==> src/design/scfla_pkg.sv <==
package scfla_pkg;

  localparam int unsigned CLASS_COUNT = 8;
  localparam int unsigned CLASS_W     = 3;
  localparam int unsigned SLOT_W      = 6;
  localparam int unsigned BYTES_W     = 16;
  localparam int unsigned SIZE_W      = 9;
  localparam logic [BYTES_W-1:0] MAX_BYTES = 16'd256;
  localparam logic [BYTES_W-1:0] MID_LIMIT = 16'd128;

  localparam logic KIND_ALLOC = 1'b0;
  localparam logic KIND_FREE  = 1'b1;

  typedef enum logic [1:0] {
    ST_OK        = 2'd0,
    ST_NO_SLOT   = 2'd1,
    ST_TOO_LARGE = 2'd2,
    ST_FULL_FREE = 2'd3
  } status_t;

  typedef struct packed {
    logic               kind;
    logic [BYTES_W-1:0] req_bytes;
    logic [CLASS_W-1:0] free_class;
    logic [SLOT_W-1:0]  free_slot;
  } req_t;

  typedef struct packed {
    status_t            status;
    logic [CLASS_W-1:0] grant_class;
    logic [SLOT_W-1:0]  grant_slot;
    logic [SIZE_W-1:0]  class_bytes;
  } rsp_t;

  function automatic logic [CLASS_W-1:0] size_to_class(input logic [BYTES_W-1:0] n);
    logic [CLASS_W-1:0] c;
    if (n <= 16'd8) c = 3'd0;
    else if (n <= 16'd12) c = 3'd1;
    else if (n <= 16'd16) c = 3'd2;
    else if (n <= 16'd24) c = 3'd3;
    else if (n <= 16'd32) c = 3'd4;
    else if (n <= 16'd64) c = 3'd5;
    else if (n <= MID_LIMIT) c = 3'd6;
    else c = 3'd7;
    return c;
  endfunction

  function automatic logic [SIZE_W-1:0] class_size(input logic [CLASS_W-1:0] c);
    logic [SIZE_W-1:0] s;
    case (c)
      3'd0: s = 9'd8;
      3'd1: s = 9'd12;
      3'd2: s = 9'd16;
      3'd3: s = 9'd24;
      3'd4: s = 9'd32;
      3'd5: s = 9'd64;
      3'd6: s = 9'd128;
      3'd7: s = 9'd256;
      default: s = 9'd0;
    endcase
    return s;
  endfunction

endpackage

==> src/design/size_class_free_list_allocator_unit.sv <==
// channel | dir | handshake               | payload
// req     | in  | req_valid / req_ready   | scfla_pkg::req_t
// rsp     | out | rsp_valid / rsp_ready   | scfla_pkg::rsp_t
// one request per cycle unless rsp stalls; result registered in s1, then in rsp
// s1 step: count update, stack write or stack read; rsp step: result register
// stack (8 x 2^clog2(SLOTS_PER_CLASS) words), one port, used at most once per request
// never-popped stack entries come from a per-class low-water mark, so no clearing pass
// reset (rst, synchronous) restores all counts; a stalled rsp holds both stages
module size_class_free_list_allocator_unit #(
  parameter int unsigned SLOTS_PER_CLASS = 64
) (
  input  logic            clk,
  input  logic            rst,
  input  logic            req_valid,
  output logic            req_ready,
  input  scfla_pkg::req_t req,
  output logic            rsp_valid,
  input  logic            rsp_ready,
  output scfla_pkg::rsp_t rsp
);
  import scfla_pkg::*;

  localparam int unsigned CW    = $clog2(SLOTS_PER_CLASS + 1);
  localparam int unsigned IW    = $clog2(SLOTS_PER_CLASS);
  localparam int unsigned AW    = CLASS_W + IW;
  localparam int unsigned DEPTH = CLASS_COUNT << IW;
  localparam logic [CW-1:0] FULL = CW'(SLOTS_PER_CLASS);

  logic [CW-1:0] cnt [CLASS_COUNT];
  logic [CW-1:0] wm  [CLASS_COUNT];
  logic [SLOT_W-1:0] stack_mem [DEPTH];
  logic [SLOT_W-1:0] rd_data;

  logic               s1_valid;
  status_t            s1_status;
  logic [CLASS_W-1:0] s1_class;
  logic [SIZE_W-1:0]  s1_bytes;
  logic               s1_use_mem;
  logic [SLOT_W-1:0]  s1_fallback;

  logic               accept, s2_free, s1_adv;
  logic               is_alloc, too_large, do_pop, do_push, fresh;
  logic [CLASS_W-1:0] acls, sel;
  logic [CW-1:0]      c, w, c_m1;
  logic [AW-1:0]      addr;
  status_t            status_next;
  logic [CLASS_W-1:0] class_next;
  logic [SIZE_W-1:0]  bytes_next;

  assign s2_free   = !rsp_valid || rsp_ready;
  assign s1_adv    = s1_valid && s2_free;
  assign req_ready = !s1_valid || s1_adv;
  assign accept    = req_valid && req_ready;

  always_comb begin
    is_alloc  = (req.kind == KIND_ALLOC);
    too_large = (req.req_bytes > MAX_BYTES);
    acls      = size_to_class(req.req_bytes);
    sel       = is_alloc ? acls : req.free_class;
    c         = cnt[sel];
    w         = wm[sel];
    c_m1      = c - CW'(1);
    fresh     = (c == w);
    do_pop    = accept && is_alloc && !too_large && (c != '0);
    do_push   = accept && !is_alloc && (c < FULL);
    addr      = is_alloc ? {sel, c_m1[IW-1:0]} : {sel, c[IW-1:0]};
    status_next = ST_OK;
    class_next  = '0;
    bytes_next  = '0;
    if (is_alloc) begin
      if (too_large) begin
        status_next = ST_TOO_LARGE;
      end else begin
        class_next = acls;
        bytes_next = class_size(acls);
        if (c == '0) status_next = ST_NO_SLOT;
      end
    end else if (c >= FULL) begin
      status_next = ST_FULL_FREE;
    end
  end

  // count and low-water mark per class
  always_ff @(posedge clk) begin
    if (rst) begin
      for (int i = 0; i < CLASS_COUNT; i++) begin
        cnt[i] <= FULL;
        wm[i]  <= FULL;
      end
    end else begin
      if (do_pop) begin
        cnt[sel] <= c_m1;
        if (fresh) wm[sel] <= c_m1;
      end else if (do_push) begin
        cnt[sel] <= c + CW'(1);
      end
    end
  end

  always_ff @(posedge clk) begin
    if (do_push) stack_mem[addr] <= req.free_slot;
    if (do_pop) rd_data <= stack_mem[addr];
  end

  always_ff @(posedge clk) begin
    if (rst) begin
      s1_valid <= 1'b0;
    end else if (accept) begin
      s1_valid <= 1'b1;
    end else if (s1_adv) begin
      s1_valid <= 1'b0;
    end
  end

  always_ff @(posedge clk) begin
    if (accept) begin
      s1_status   <= status_next;
      s1_class    <= class_next;
      s1_bytes    <= bytes_next;
      s1_use_mem  <= do_pop && !fresh;
      s1_fallback <= do_pop ? SLOT_W'(c_m1) : '0;
    end
  end

  always_ff @(posedge clk) begin
    if (rst) begin
      rsp_valid <= 1'b0;
    end else if (s1_adv) begin
      rsp_valid <= 1'b1;
    end else if (rsp_ready) begin
      rsp_valid <= 1'b0;
    end
  end

  always_ff @(posedge clk) begin
    if (s1_adv) begin
      rsp.status      <= s1_status;
      rsp.grant_class <= s1_class;
      rsp.grant_slot  <= s1_use_mem ? rd_data : s1_fallback;
      rsp.class_bytes <= s1_bytes;
    end
  end

endmodule

==> config.mk <==
export PLATFORM = sky130hd
export DESIGN_NAME = size_class_free_list_allocator_unit
export DESIGN_NICKNAME = d
export VERILOG_FILES = /design/src/design/scfla_pkg.sv /design/src/design/size_class_free_list_allocator_unit.sv
export SDC_FILE = /design/constraint.sdc
export NUM_CORES = 2
export LEC_CHECK = 0
export BUFFER_PORTS_ARGS = -buffer_cell sky130_fd_sc_hd__buf_2
export CORE_MARGIN = 5
export CORE_UTILIZATION = 45
export DETAILED_ROUTE_END_ITERATION = 7
export SETUP_SLACK_MARGIN = 0.02
export SLEW_MARGIN = 5
export SYNTH_ARGS = -nofsm -noshare
export SYNTH_HDL_FRONTEND = slang
export SYNTH_SLANG_ARGS = --single-unit
==> constraint.sdc <==
create_clock -name clk -period 15.1 [get_ports clk]
set_input_delay 2.265 -clock clk [delete_from_list [all_inputs] [get_ports clk]]
set_output_delay 2.265 -clock clk [all_outputs]
set_load 0.01 [all_outputs]
* Word-level counts from Yosys, hierarchy flattened
Memory sizes are Yosys's and may differ from the RTL's. A register that Yosys moved wholly into a read port is not among the register bits.
Index checks and enable logic that the tools add are counted.
** Word-level totals
- Flip-flop bits (word level) :: 43
- Memories :: 4
- Word-level logic and storage cells :: 90
- Memory bits (read-only) :: 56
- Bits of input ports :: 30
- RAM bits :: 3184
- Output and inout bits :: 22
** Cells by class
- Mux-type cells :: 39
- Bitwise gates (word level) :: 2
- $lt $le $gt $ge :: 10
- Equal/unequal tests :: 1
- Add/subtract/negate cells :: 2
- Reductions and logical operators :: 21
** Memories
- stack_mem :: words 512, bits a word 6, rd ports 1, clocked after memory_dff 1, wr ports 1, RTL line size_class_free_list_allocator_unit.sv:31 : logic [SLOT_W-1:0] stack_mem [DEPTH];
- (no name shown) :: words 8, bits a word 7, rd ports 1, clocked after memory_dff 1, wr ports 0, RTL line scfla_pkg.sv:50 : case (c)
- cnt :: words 8, bits a word 7, rd ports 1, clocked after memory_dff 0, wr ports 8, RTL line size_class_free_list_allocator_unit.sv:29 : logic [CW-1:0] cnt [CLASS_COUNT];
- wm :: words 8, bits a word 7, rd ports 1, clocked after memory_dff 0, wr ports 8, RTL line size_class_free_list_allocator_unit.sv:30 : logic [CW-1:0] wm [CLASS_COUNT];
** Operators with widths (number)
- $le A16 B4 Y1 const B :: 2
- $le A16 B5 Y1 const B :: 2
- $mux W1 :: 22
- $mux W3 :: 7
- $mux W7 :: 3
- $gt A16 B9 Y1 const B :: 1
- $le A16 B6 Y1 const B :: 1
- $le A16 B7 Y1 const B :: 1
- $le A16 B8 Y1 const B :: 1
- $reduce_or A7 Y1 :: 2
- $mux W6 :: 2
- $mux W2 :: 5
- $logic_and A1 B1 Y1 :: 8
- $add A7 B1 Y7 const B :: 1
- $eq A7 B7 Y1 :: 1
- $ge A7 B7 Y1 const B :: 1
- $logic_not A7 Y1 :: 1
- $lt A7 B7 Y1 const B :: 1
- $reduce_bool A7 Y1 :: 1
- $sub A7 B1 Y7 const B :: 1
- $logic_not A1 Y1 :: 4
- $reduce_bool A2 Y1 :: 2
- $logic_or A1 B1 Y1 :: 2
- $reduce_or A2 Y1 :: 1
- other kinds (2) :: 2

* Logic depth before layout (Yosys ltp)
An unclocked memory read counts as a cell.
- Depth in word-level cells :: 19
- Gate-level depth with buffers :: 33
- Gate-level depth less buffers :: 20

* Least setup slack after synthesis
OpenSTA, ideal clock, no wires.
- Path kind :: input to register
- From :: in req[12] in the netlist's numbering
- To :: reg rd_data[4] (read register of stack_mem) (data pin)
- Library setup time :: 0.265 ns
- Arrival :: 8.933 ns
- Buffers on the path :: 15
- Required time :: 14.835 ns
- Slack :: 5.902 ns
- Stages on the path :: 29
- Path through :: buf_2 > or3_4 > o31a_4 > o21ai_2 > o221a_1 > nand3_2 > a21oi_4 > buf_4 > buf_4 > buf_2 > buf_2 > buf_2 > buf_2 > buf_1 > clkbuf_1 > ha_1 > clkbuf_1 > clkbuf_1 > buf_1 > buf_1 > clkbuf_1 > clkbuf_1 > o21ai_0 > a22oi_1 > nor2_1 > o311ai_0 > o2111ai_1 > nor4_1 > nand3_1
** Between the ends
- Word-level cells in the longest chain between the ends :: 12
- Elaborated cells between the ends (all ways) :: 23
- Classes of those cells :: 1 x add/sub; 8 x order compare; 9 x mux; 4 x reduce/logical; 1 x memory
** RTL lines
- start: declaration :: RTL line size_class_free_list_allocator_unit.sv:16 : input scfla_pkg::req_t req,
- $le A16 B8 Y1 :: RTL line scfla_pkg.sv:43 : else if (n <= MID_LIMIT) c = 3'd6;
- $mux W1 :: RTL line scfla_pkg.sv:43
- $mux W2 :: RTL line scfla_pkg.sv:42 : else if (n <= 16'd64) c = 3'd5;
- $mux W2 :: RTL line scfla_pkg.sv:41 : else if (n <= 16'd32) c = 3'd4;
- $mux W3 :: RTL line scfla_pkg.sv:40 : else if (n <= 16'd24) c = 3'd3;
- $mux W3 :: RTL line scfla_pkg.sv:39 : else if (n <= 16'd16) c = 3'd2;
- $mux W3 :: RTL line scfla_pkg.sv:38 : else if (n <= 16'd12) c = 3'd1;
- $mux W3 :: RTL line scfla_pkg.sv:37 : if (n <= 16'd8) c = 3'd0;
- $mux W3 :: RTL line size_class_free_list_allocator_unit.sv:59 : sel = is_alloc ? acls : req.free_class;
- $mem_v2 Z8 W7
- $sub A7 B1 Y7 / $reduce_bool A7 Y1 (equally long branches) :: RTL line size_class_free_list_allocator_unit.sv:62, size_class_free_list_allocator_unit.sv:64
- $mux W6 / $logic_and A1 B1 Y1 (equally long branches) :: RTL line size_class_free_list_allocator_unit.sv:66, size_class_free_list_allocator_unit.sv:64
- end: declaration :: RTL line size_class_free_list_allocator_unit.sv:32 : logic [SLOT_W-1:0] rd_data;
Several ways; a longest one is shown, not always the timed one.
A chain may end at the register's enable or synchronous reset.

* Final worst setup path
- From :: in req[25] in the netlist's numbering
- To :: reg rd_data[4] (read register of stack_mem) (data pin)
** Between the ends
- Word-level cells in the longest chain between the ends :: 4
- Elaborated cells between the ends (all ways) :: 9
- Classes of those cells :: 1 x add/sub; 2 x mux; 1 x bitwise; 4 x reduce/logical; 1 x memory
** RTL lines
- $mux W3 / $not A1 Y1 (equally long branches) :: RTL line size_class_free_list_allocator_unit.sv:59, size_class_free_list_allocator_unit.sv:56
- $mem_v2 Z8 W7 / $logic_and A1 B1 Y1 (equally long branches)
- $sub A7 B1 Y7, or another cell as far along :: RTL line size_class_free_list_allocator_unit.sv:62 : c_m1 = c - CW'(1);
- $mux W6 / $logic_and A1 B1 Y1 (equally long branches) :: RTL line size_class_free_list_allocator_unit.sv:66, size_class_free_list_allocator_unit.sv:64
Several ways; a longest one is shown, not always the timed one.

==> run summary <==
largest net degree at the start of global routing: 193
Post-Route WL: 552000 um
Worst R2R End: rd_data[4]
Buffers on Ports: 49
Mean Syn Cell Area: 13.6 um^2
CTS buffer count: 338
postcts setup bufs: 0
Worst Reg-to-Reg Cells: 18
minimum clock period: 11.13 ns
EDFF count, synth: 3227
die area: 322000 um^2
Critical-path top delay cell: nor4_1
data arrival time at the worst-slack endpoint: 11.77 ns
peak supply drop: 95.5 uV
Worst Tran Pin Value: 1.63 ns
Starting Density: 0.452
final setup skew: 0.0658 ns
area of the core: 309000 um^2
Die Span Y: 567 um
Antenna Nets Post-Route: 0
Stages on worst setup path: 20
Worst EP required: 15.73 ns
YS warnings: 0
CTS Root Cell: clkbuf_16
leakage power total: 49.1 nW
post-synthesis sequential area ratio: 0.694
hold_buf cts: 0
Post-Syn Instances: 10300
Layout area overhead: 11.5%
Post-Syn Area: 140000 um^2
critical path capture point type: flip-flop
most common flop cell mapped by yosys: edfxtp_1
initial drt markers: 20900
Pwr Density: 140 nW/um^2
CP bufs+invs: 7
maxcap violations: 2
Setup CP Type: in -> reg
TritonRoute pass-1 iters: 8
CP top delay family: simple AND/OR/NAND/NOR gates
clk slew on worst S/H paths: 0.06 ns
worst rel slew slack: -0.0974
async set-reset flop share out of synthesis: 0
dpl hpwl: 322000 um
min-delay worst type: reg -> reg
Die X: 567 um
Worst setup startpoint: req[25]
hold slack final: 0.419 ns
Sequential Area: 96900 um^2
vias: 104000
Hold Fails Final Rpt: 0
Multi-input gate area: 39400 um^2
worst hold stages: 0
final-stage net count: 10100
layout cells sized above 1: 0.102
vias in the first global route: 97300
row cnt: 204
slowest stage delay, CP: 1.28 ns
#FFs+latches synth: 3229
Avg WL per Cell: 38.0 um
CTS tree: yes
Max Freq: 89.8 MHz
setup_tns: 0 ns
end of the critical path: rd_data[4]
initial antenna violation count: 48
DR DRC count: 5
unrepaired setup endpoints after global routing: false
Final Max Tran Viols: 2
IO Pins: 52
Max clock buf depth: 4
drt via density: 7.14
global-route wire length before repair: 762000 um
failing checks: design-rule violations, max-capacitance violations, max-slew violations
filler instances: 25900
clk sinks: 3229
CP Max Fanout: 68
R2R Setup Slk: 6.18 ns
Final period util: 0.737
Synth cell types: 108
Placer Congestion: 0.934
final setup violation count: 0
crit-path most repeated cell: buf_4
crit path launch type: input port
worst r2r src: cnt[5][1]
CTS H-tree depth: 5
total gr overflow: 0
Worst-Skew Late Latency: 0.96 ns
PostCTS Resize Cnt: 0
GRT Total Usage: 0.329
Cell Chain, Critical Path: buf_8 > nor4_1 > and3_1 > o21ai_1 > and2_0 > nand3_2 > buf_4 > a21oi_4 > buf_4 > inv_8 > buf_4 > nand4_1 > nand3_4 > buf_4 > buf_4 > a21oi_1 > a2111oi_0 > o221ai_1 > nor4_1 > nand3_1
status: finished with violations
synthesized netlist by cell type (189+ instances only):
library cell / count / area share
nor2_1: 749 / 0.020
buf_2: 342 / 0.012
a21oi_1: 749 / 0.027
nand2_1: 1131 / 0.030
a222oi_1: 239 / 0.017
edfxtp_1: 3227 / 0.69
mux2i_1: 532 / 0.038
nand3_1: 189 / 0.0068
clkbuf_1: 410 / 0.011
a22oi_1: 310 / 0.017
o21ai_0: 450 / 0.016
a221oi_1: 267 / 0.017
placed cells by master (no fill, tap or decap), drive strengths merged, types with 24 or more instances in the layout:
cell type  Yosys  routed
mux2i        533     533
a22oi        311     311
a21o          24      24
bufinv         0      38
a22o         128     128
o22ai         66      66
a311oi        99      99
a222oi       239     239
nand4         50      50
clkinv         1     152
nor4          40      40
nand2       1133    1133
a211o         39      39
mux2          75      75
o211ai       119     119
a2111oi       26      26
o2bb2ai       41      41
diode          0      40
a21oi        751     751
and3          41      41
a211oi        99      99
clkbuf       410     403
a221o         85      85
nor3          59      59
a31oi        151     151
o221ai        28      28
o2111ai       25      25
edfxtp      3227    3227
nor2         751     751
nand3        192     192
a221oi       267     267
buf          491     379
o21ai        459     459
per-stage QoR:
stage	cell area, um^2	power, W	worst slack, ns	instances	utilization
4_1_cts	156000	0.0216	4.62	14500	0.504
3_3_place_gp	145000	0.0133	3.50	13900	0.468
3_5_place_dp	145000	0.0133	3.65	13900	0.468
6_report	156000	0.0218	3.97	14500	0.504
5_1_grt	156000	0.0221	4.26	14500	0.504
2_1_floorplan	140000	0.0118	5.90	10300	-
layout make-up:
class | instances | area share
antenna | 40 | 0.000642
clock buffer | 403 | 0.0566
clock inverter | 212 | 0.0138
inverter | 14 | 0.000498
multi-input combinational | 6148 | 0.253
sequential | 3229 | 0.622
tap | 4120 | 0.0331
timing repair buffer | 379 | 0.0204
cell families after synthesis:
group | Yosys count | synth area share
DFF | 3229 | 0.694
AOI/OAI and AO/OA | 3141 | 0.160
and+or+nand+nor | 2374 | 0.0715
buffers and inverters | 915 | 0.0288
muxes | 611 | 0.0448
xor gates and xnor gates | 17 | 0.00107
adders and majority gates | 3 | 0.000269
other | 1 | 0.0000268
state kept, by name (all words and copies together) (netlist names):
register and cells:
stack_mem 3072, cnt 56, wm 56, rsp 18, s1_bytes 7, rd_data 6
s1_fallback 6, s1_class 3, s1_status 2, rsp_valid 1, s1_use_mem 1, s1_valid 1
metal layers:
layer,up-vias,track usage,share of wire
li1,40800,-,-
met1,52200,0.436,0.35
met2,9162,0.478,0.43
met3,1721,0.106,0.15
met4,32,0.189,0.065
met5,-,0.00206,0.00054
report_power, final:
part / switching (W) / total [W] / internal (W)
Combinational: 0.00255 / 0.00342 / 0.000869
Clock: 0.00363 / 0.00845 / 0.00483
Sequential: 0.00000644 / 0.00988 / 0.00988
Total: 0.00618 / 0.0218 / 0.0156
worst min-delay path by stage:
stage,start,end,slack (ns)
final,s1_bytes[2],rsp[2],0.42
after global routing,s1_bytes[2],rsp[2],0.43
after CTS,s1_status[0],rsp[18],0.42
after detailed placement,s1_status[0],rsp[18],0.41
after global placement,s1_bytes[7],rsp[7],0.40
after floorplan,s1_class[0],rsp[15],0.40
Power figures use the tool's default switching activity.
